$ cat config.mk
export PLATFORM = sky130hd
export DESIGN_NAME = mandelbrot_escape_time_top
export DESIGN_NICKNAME = d
export VERILOG_FILES = /design/src/rtl/met_pkg.sv /design/src/rtl/met_mul.sv /design/src/rtl/mandelbrot_escape_time_top.sv
export SDC_FILE = /design/constraint.sdc
export NUM_CORES = 2
export LEC_CHECK = 0
export BUFFER_PORTS_ARGS = -buffer_cell sky130_fd_sc_hd__buf_2
export CAP_MARGIN = 20
export CORE_MARGIN = 4
export CORE_UTILIZATION = 46
export CTS_CLUSTER_DIAMETER = 50
export DETAILED_ROUTE_END_ITERATION = 16
export GPL_ROUTABILITY_DRIVEN = 0
export PLACE_DENSITY = 0.58
export SYNTH_ARGS = -nofsm -noshare
export SYNTH_HDL_FRONTEND = slang
export SYNTH_SLANG_ARGS = --single-unit
$ cat constraint.sdc
create_clock -name clk -period 8.4 [get_ports clk]
set_clock_uncertainty 0.05 [all_clocks]
set_input_delay 1.68 -clock clk [delete_from_list [all_inputs] [get_ports clk]]
set_output_delay 1.68 -clock clk [all_outputs]
set_load 0.005 [all_outputs]
$ cat src/rtl/met_pkg.sv
// shared types and constants for the mandelbrot escape-time block
`timescale 1ns / 1ps
package met_pkg;

	// coordinate and result field widths
	localparam int C_W = 32;
	localparam int CNT_OUT_W = 16;
	localparam int THRESH_W = 35;

	// z components stay well below 2^37 in magnitude
	localparam int Z_W = 38;
	localparam int MAG_W = 38;
	localparam int HALF_W = MAG_W / 2;
	localparam int PROD_W = 2 * MAG_W;

	// squares that pass the escape test fit in this many bits
	localparam int SQ_KEEP = 36;

	// register indexes
	localparam logic [1:0] REG_MAX_ITER = 2'd0;
	localparam logic [1:0] REG_THRESH = 2'd1;

	localparam int ITER_RESET = 128;
	localparam logic [THRESH_W-1:0] THRESH_RESET = 35'd2147483648;

	typedef struct packed {
		logic start;
		logic [MAG_W-1:0] a;
		logic [MAG_W-1:0] b;
	} mul_req_t;

endpackage

$ cat src/rtl/met_mul.sv
// sequential unsigned multiplier built around one shared half-width multiplier
`timescale 1ns / 1ps
module met_mul
	import met_pkg::*;
(
	input  logic clk,
	input  logic arst_n,
	input  mul_req_t req,
	output logic done,
	output logic [PROD_W-1:0] p
);

	logic busy_q;
	logic [1:0] step_q;
	logic vld_s1;
	logic last_s1;
	logic done_q;
	logic [MAG_W-1:0] a_q;
	logic [MAG_W-1:0] b_q;
	logic [2*HALF_W-1:0] pp_s1;
	logic [1:0] sh_s1;
	logic [PROD_W-1:0] acc_q;
	logic [HALF_W-1:0] a_half;
	logic [HALF_W-1:0] b_half;
	logic [PROD_W-1:0] pp_ext;
	logic [PROD_W-1:0] pp_shifted;

	// step bit 0 picks the half of a, bit 1 the half of b
	assign a_half = step_q[0] ? a_q[MAG_W-1:HALF_W] : a_q[HALF_W-1:0];
	assign b_half = step_q[1] ? b_q[MAG_W-1:HALF_W] : b_q[HALF_W-1:0];

	assign pp_ext = PROD_W'(pp_s1);

	always_comb begin
		case (sh_s1)
			2'd0: pp_shifted = pp_ext;
			2'd1: pp_shifted = pp_ext << HALF_W;
			2'd2: pp_shifted = pp_ext << (2 * HALF_W);
			default: pp_shifted = '0;
		endcase
	end

	always_ff @(posedge clk or negedge arst_n) begin
		if (!arst_n) begin
			busy_q <= 1'b0;
			step_q <= 2'd0;
			vld_s1 <= 1'b0;
			last_s1 <= 1'b0;
			done_q <= 1'b0;
		end else begin
			vld_s1 <= busy_q;
			last_s1 <= busy_q && (step_q == 2'd3);
			done_q <= vld_s1 && last_s1;
			if (req.start) begin
				busy_q <= 1'b1;
				step_q <= 2'd0;
			end else if (busy_q) begin
				step_q <= step_q + 2'd1;
				if (step_q == 2'd3) begin
					busy_q <= 1'b0;
				end
			end
		end
	end

	always_ff @(posedge clk) begin
		pp_s1 <= a_half * b_half;
		sh_s1 <= {1'b0, step_q[0]} + {1'b0, step_q[1]};
		if (req.start) begin
			a_q <= req.a;
			b_q <= req.b;
			acc_q <= '0;
		end else if (vld_s1) begin
			acc_q <= acc_q + pp_shifted;
		end
	end

	assign done = done_q;
	assign p = acc_q;

endmodule

$ cat src/rtl/mandelbrot_escape_time_top.sv
// mandelbrot escape-time unit: iterates z = z*z + c on one shared multiplier
//
// channel   dir  signals                          content
// s_axis    in   tvalid tready tdata[63:0]        c_re, c_im (signed, FRACTION_BITS fraction)
// m_axis    out  tvalid tready tdata[15:0] tuser  iter_count; in_set
// cfg       in   cfg_we cfg_index[1:0] cfg_data   0 max_iterations, 1 escape_threshold
//
// each iteration forms three 38x38 products on a 19x19 multiplier, four passes per product.
// s_axis_tready is high only while no pixel is in work; a full result register
// holds a finished pixel in its last state until the old beat is taken.
// the next pixel can be accepted while a result waits. reset restores the register defaults.
`timescale 1ns / 1ps
module mandelbrot_escape_time_top
	import met_pkg::*;
#(
	parameter int FRACTION_BITS = 27,
	parameter int COUNT_WIDTH = 16
) (
	input  logic clk,
	input  logic arst_n,
	input  logic s_axis_tvalid,
	output logic s_axis_tready,
	input  logic [63:0] s_axis_tdata,   // c_re [31:0], c_im [63:32]
	output logic m_axis_tvalid,
	input  logic m_axis_tready,
	output logic [15:0] m_axis_tdata,   // iter_count [15:0]
	output logic [0:0] m_axis_tuser,    // in_set [0]
	input  logic cfg_we,
	input  logic [1:0] cfg_index,
	input  logic [THRESH_W-1:0] cfg_data
);

	localparam int SQ_W = PROD_W - FRACTION_BITS;
	localparam int CNT_MAX = (1 << COUNT_WIDTH) - 1;
	localparam logic [COUNT_WIDTH-1:0] MAX_RST =
		COUNT_WIDTH'((ITER_RESET > CNT_MAX) ? CNT_MAX : ITER_RESET);

	localparam logic [2:0] ST_IDLE = 3'd0;
	localparam logic [2:0] ST_TEST = 3'd1;
	localparam logic [2:0] ST_SQR  = 3'd2;
	localparam logic [2:0] ST_SQI  = 3'd3;
	localparam logic [2:0] ST_CHK  = 3'd4;
	localparam logic [2:0] ST_CRS  = 3'd5;
	localparam logic [2:0] ST_DONE = 3'd6;

	logic [2:0] state_q;
	logic [COUNT_WIDTH-1:0] max_q;
	logic [THRESH_W-1:0] thr_q;
	logic [COUNT_WIDTH-1:0] iter_q;
	logic signed [Z_W-1:0] re_q;
	logic signed [Z_W-1:0] im_q;
	logic signed [Z_W-1:0] cr_q;
	logic signed [Z_W-1:0] ci_q;
	logic [SQ_W-1:0] sqre_q;
	logic [SQ_W-1:0] sqim_q;
	logic mvalid_q;
	logic [CNT_OUT_W-1:0] cnt_out_q;
	logic in_set_q;

	mul_req_t mul_req;
	logic mul_done;
	logic [PROD_W-1:0] mul_p;

	logic in_acc;
	logic [MAG_W-1:0] ar;
	logic [MAG_W-1:0] ai;
	logic at_limit;
	logic escaped;
	logic [SQ_W:0] sq_sum;
	logic [PROD_W-1:0] sq_full;
	logic [PROD_W-1:0] crs_full;
	logic signed [Z_W-1:0] crs;
	logic signed [Z_W-1:0] sqre_z;
	logic signed [Z_W-1:0] sqim_z;
	logic signed [Z_W-1:0] re_next;
	logic signed [Z_W-1:0] im_next;
	logic [CNT_OUT_W-1:0] lim_val;
	logic out_free;

	met_mul u_mul (
		.clk    (clk),
		.arst_n (arst_n),
		.req    (mul_req),
		.done   (mul_done),
		.p      (mul_p)
	);

	assign in_acc = s_axis_tvalid && s_axis_tready;
	assign s_axis_tready = (state_q == ST_IDLE);
	assign out_free = !mvalid_q || m_axis_tready;

	assign ar = re_q[Z_W-1] ? MAG_W'(-re_q) : MAG_W'(re_q);
	assign ai = im_q[Z_W-1] ? MAG_W'(-im_q) : MAG_W'(im_q);

	assign at_limit = (iter_q == max_q);
	assign sq_sum = {1'b0, sqre_q} + {1'b0, sqim_q};
	assign escaped = sq_sum > (SQ_W + 1)'(thr_q);

	assign sq_full = mul_p >> FRACTION_BITS;
	// cross term: (2 * |re| * |im|) >> FRACTION_BITS, truncated toward zero
	assign crs_full = mul_p >> (FRACTION_BITS - 1);
	assign crs = $signed({1'b0, crs_full[Z_W-2:0]});

	assign sqre_z = $signed({{(Z_W - SQ_KEEP){1'b0}}, sqre_q[SQ_KEEP-1:0]});
	assign sqim_z = $signed({{(Z_W - SQ_KEEP){1'b0}}, sqim_q[SQ_KEEP-1:0]});
	assign re_next = sqre_z - sqim_z + cr_q;
	assign im_next = (re_q[Z_W-1] ^ im_q[Z_W-1]) ? (ci_q - crs) : (ci_q + crs);

	always_comb begin
		mul_req.start = 1'b0;
		mul_req.a = ar;
		mul_req.b = ar;
		case (state_q)
			ST_TEST: begin
				mul_req.start = !at_limit;
			end
			ST_SQR: begin
				mul_req.start = mul_done;
				mul_req.a = ai;
				mul_req.b = ai;
			end
			ST_CHK: begin
				mul_req.start = !escaped;
				mul_req.b = ai;
			end
			default: begin
				mul_req.start = 1'b0;
			end
		endcase
	end

	// limit write keeps the low 16 data bits, saturated to the counter range
	assign lim_val = cfg_data[CNT_OUT_W-1:0];

	always_ff @(posedge clk or negedge arst_n) begin
		if (!arst_n) begin
			state_q <= ST_IDLE;
			max_q <= MAX_RST;
			thr_q <= THRESH_RESET;
			mvalid_q <= 1'b0;
			iter_q <= '0;
		end else begin
			if (cfg_we) begin
				case (cfg_index)
					REG_MAX_ITER: begin
						if ((lim_val >> COUNT_WIDTH) != '0) begin
							max_q <= '1;
						end else begin
							max_q <= lim_val[COUNT_WIDTH-1:0];
						end
					end
					REG_THRESH: begin
						thr_q <= cfg_data;
					end
					default: begin
					end
				endcase
			end
			if (state_q == ST_DONE && out_free) begin
				mvalid_q <= 1'b1;
			end else if (mvalid_q && m_axis_tready) begin
				mvalid_q <= 1'b0;
			end
			case (state_q)
				ST_IDLE: begin
					if (in_acc) begin
						iter_q <= '0;
						state_q <= ST_TEST;
					end
				end
				ST_TEST: begin
					state_q <= at_limit ? ST_DONE : ST_SQR;
				end
				ST_SQR: begin
					if (mul_done) begin
						state_q <= ST_SQI;
					end
				end
				ST_SQI: begin
					if (mul_done) begin
						state_q <= ST_CHK;
					end
				end
				ST_CHK: begin
					state_q <= escaped ? ST_DONE : ST_CRS;
				end
				ST_CRS: begin
					if (mul_done) begin
						iter_q <= iter_q + COUNT_WIDTH'(1);
						state_q <= ST_TEST;
					end
				end
				ST_DONE: begin
					if (out_free) begin
						state_q <= ST_IDLE;
					end
				end
				default: begin
					state_q <= ST_IDLE;
				end
			endcase
		end
	end

	always_ff @(posedge clk) begin
		if (in_acc) begin
			cr_q <= Z_W'($signed(s_axis_tdata[C_W-1:0]));
			ci_q <= Z_W'($signed(s_axis_tdata[2*C_W-1:C_W]));
			re_q <= Z_W'($signed(s_axis_tdata[C_W-1:0]));
			im_q <= Z_W'($signed(s_axis_tdata[2*C_W-1:C_W]));
		end
		if (state_q == ST_SQR && mul_done) begin
			sqre_q <= sq_full[SQ_W-1:0];
		end
		if (state_q == ST_SQI && mul_done) begin
			sqim_q <= sq_full[SQ_W-1:0];
		end
		if (state_q == ST_CRS && mul_done) begin
			re_q <= re_next;
			im_q <= im_next;
		end
		if (state_q == ST_DONE && out_free) begin
			cnt_out_q <= CNT_OUT_W'(iter_q);
			in_set_q <= at_limit;
		end
	end

	assign m_axis_tvalid = mvalid_q;
	assign m_axis_tdata = cnt_out_q;
	assign m_axis_tuser = in_set_q;

endmodule

==> impl_metrics.toml <==
[synth]
asyncSetResetFlopFracSynth_pct = 14.7
synth_enable_flop_cells = 331
yosys.area_share.simple_pct = 13.9
xor_xnor_share_of_the_synthesized_area_pct = 6.75
synth_sequential_area_ratio_pct = 30.4
yosys.area.top_type = "edfxtp_1"
synthesized_area_fraction_occupied_by_ao_oa_aoi_and_oai_cells_pct = 14.0
synth_adder_area_share_pct = 23.2
syn_area_um2 = 46700
synth_top_cells_by_area = "edfxtp_1 (21%), fa_1 (13%), ha_1 (11%)"
synthMuxAreaShare_pct = 5.89
synth-seq-cells = 524
synthesis.nets = 5818
yosys-top-cells-count = "inv_1 (534), nor2_1 (490), nand2_1 (458)"
ys.warnings.count = 0
post-synth-top-area-fraction_pct = 21.3
ys.flop_type = "edfxtp_1"
synth_most_common_cell = "inv_1"
syn_avg_cell_area_um2 = 9.30
combinational_family_with_the_most_area_after_synthesis = "adder cells"
yosys.cell_types.count = 86
synth_cells = 5022

[finish]
design.final.nets = 5909
areaGrowthSynthToFinish_pct = 10.6
multi_input_area_um2 = 29800
post_route_cells_drive_above_1_share_pct = 9.21
ff_latch_area_um2 = 14200
fillCellCount = 9428

[cts]
cts-htree-levels = 3
worst_setup_hold_path_clk_slew_ps = 60
insertion_delay_ps = 650
cts_tree = "built"
numCtsBuffers = 77
cts-root-to-sink-buffers = 3
cts_repair_resize_count = 0
cts-root-buf = "clkbuf_16"
clock_sinks = 524

[timing]
timing_worst_slew_pin_value_ps = 1000
finalHoldViolations = 0
finalWorstSetupSlack_ps = 616
setup-violations-final = 0
rsz0062_at_grt = "false"
max-slew-margin-rel_pct = 31.3
maxSlewViolCount = 0
part_of_the_cycle_the_worst_path_needs_pct = 92.7
fmax_mhz = 128
fin_setup_tns_ps = 0
period_needed_ps = 7780
timing.hold.ws_ps = 423

[routing]
via_count = 37400
wl_per_cell_um = 22.2
route.final.wire_length_mm = 145
drc_errors = 0
ant_nets = 0
drt_pre_antenna_iters = 7
first_iter_violations = 3729
vias_per_cell = 5.72

[run]
max_cap_viol_count = 0

[critical_path]
crit_arrival_ps = 8310
timing.critical_path.from = "u_mul.step_q[1]"
timing.setup.critical_path_class = "reg2reg"
critical-path-max-stage-delay_ps = 870
cp_max_stage_cell = "mux2i_1"
reg2reg_depth = 22
endpoint = "u_mul.pp_s1[36]"
crit_path_max_fanout = 26
setup.reg_to_reg.worst_slack_ps = 620
cp_endpoint_kind = "register"
critical_path.reg2reg.startpoint = "u_mul.step_q[1]"
start_kind = "register"
path_cells = "mux2i_1 -> nor2_1 -> fa_1 -> inv_1 -> fa_1 -> inv_1 -> fa_1 -> fa_1 -> fa_1 -> inv_1 -> fa_1 -> inv_1 -> ha_1 -> a21o_1 -> a21oi_1 -> o21ba_2 -> a21boi_0 -> a21oi_1 -> a211oi_1 -> o41ai_1 -> a21oi_1 -> xnor2_1"
worst_path_most_repeated_cell = "fa_1"
worstReg2RegEnd = "u_mul.pp_s1[36]"
cp.required_ps = 8930

[grt]
grt_pass1_wl_mm = 221
grt_pass1_vias = 36000
grt-ovfl-total = 0
grt_antenna_before_repair = 11
largest_net_degree_at_the_start_of_global_routing = 77
global_route_usage_over_all_layers_pct = 27.0

[floorplan]
die_width_um = 327
design.die.area_um2 = 107000
ioPinCount = 125
floorplan.initialDensity_pct = 46.5
placeableCoreArea_um2 = 100000
rows = 116
die_height_um = 327

[placement]
dp_hpwl_mm = 115
placement.setup.worst_slack_ps = 386
port_buffers = 124

[worst_hold_path]
min-delay-path-class = "reg2reg"
hold_start = "u_mul.p[4]"
hold-path-cell-count = 2

[run_status]
status = "completed"
==> placed cells by master (no fill, tap or decap), types with 73 or more instances in the layout <==
master and instances:
fa_1 293, dfxtp_1 116, xnor2_1 209, inv_1 533, mux2i_1 170, edfxtp_1 331, clkbuf_16 84, buf_2 123
a21oi_1 324, nor2_1 489, nand3_1 73, mux2_2 93, o21ai_0 231, xor2_1 150, nand2_1 458, ha_1 397
a21o_1 114
==> cell families (layout without fill, tap and decap cells) <==
kind of cell,after synthesis,after routing
xor gates and xnor gates,360,360
AOI/OAI and AO/OA,1036,1036
muxes,263,263
buffers and inverters,719,875
other,0,5
DFF,524,524
and+or+nand+nor,1430,1430
adders and majority gates,690,690
==> cell type report <==
cell class,instances,area share (%)
sequential,524,27.5
timing repair buffer,195,2.36
inverter,536,3.90
clock inverter,49,1.00
clock buffer,95,4.17
multi-input combinational,3779,57.8
tap,1357,3.29
antenna,5,0.0242
==> flip-flops by register name, summed over array words and instances, names as in the netlist, 35 cells and up <==
signal and cells:
u_mul.p 76, sqim_q 49, sqre_q 49, im_q 38, re_q 38, u_mul.a_q 38
u_mul.b_q 38, u_mul.pp_s1 38, thr_q 35
==> repair_timing <==
action / CTS / global route
endpoints found under the setup margin: 0 / 155
buffers inserted: 0 / 5
hold buffers: 0 / 0
==> layer usage <==
metal | share of wire [%] | global-route usage, %
met1 | 47 | 40.0
met5 | 0.0090 | 0
met3 | 7.8 | 5.30
met2 | 43 | 40.1
met4 | 3.0 | 7.28
==> critical path, delay by kind of cell, from the launching register on <==
family	cells	cell delay [ps]
xor+xnor	1	130
simple gates	1	150
fa+ha+maj	7	3510
flops	1	810
buf+inv	4	210
mux	1	870
compound gates	8	1980
==> how the worst min path moves through the flow <==
stage	to	slack (ps)
final	u_mul.p[4]	420
after global routing	sqim_q[48]	450
after CTS	u_mul.p[4]	430
after detailed placement	u_mul.p[4]	420
after global placement	u_mul.p[4]	410
after floorplan	u_mul.done	380
==> stage by stage <==
| stage | util (%) | instances | area (um^2) |
|---|---|---|---|
| floorplan | - | 5022 | 46700 |
| global placement | 48.7 | 6386 | 48900 |
| detailed placement | 48.7 | 6386 | 48900 |
| CTS | 51.4 | 6530 | 51600 |
| global route | 51.4 | 6538 | 51600 |
| finish | 51.4 | 6540 | 51600 |
Power is not shown: default switching activity piles up to over one toggle a cycle in this logic, so the estimate is an artifact.
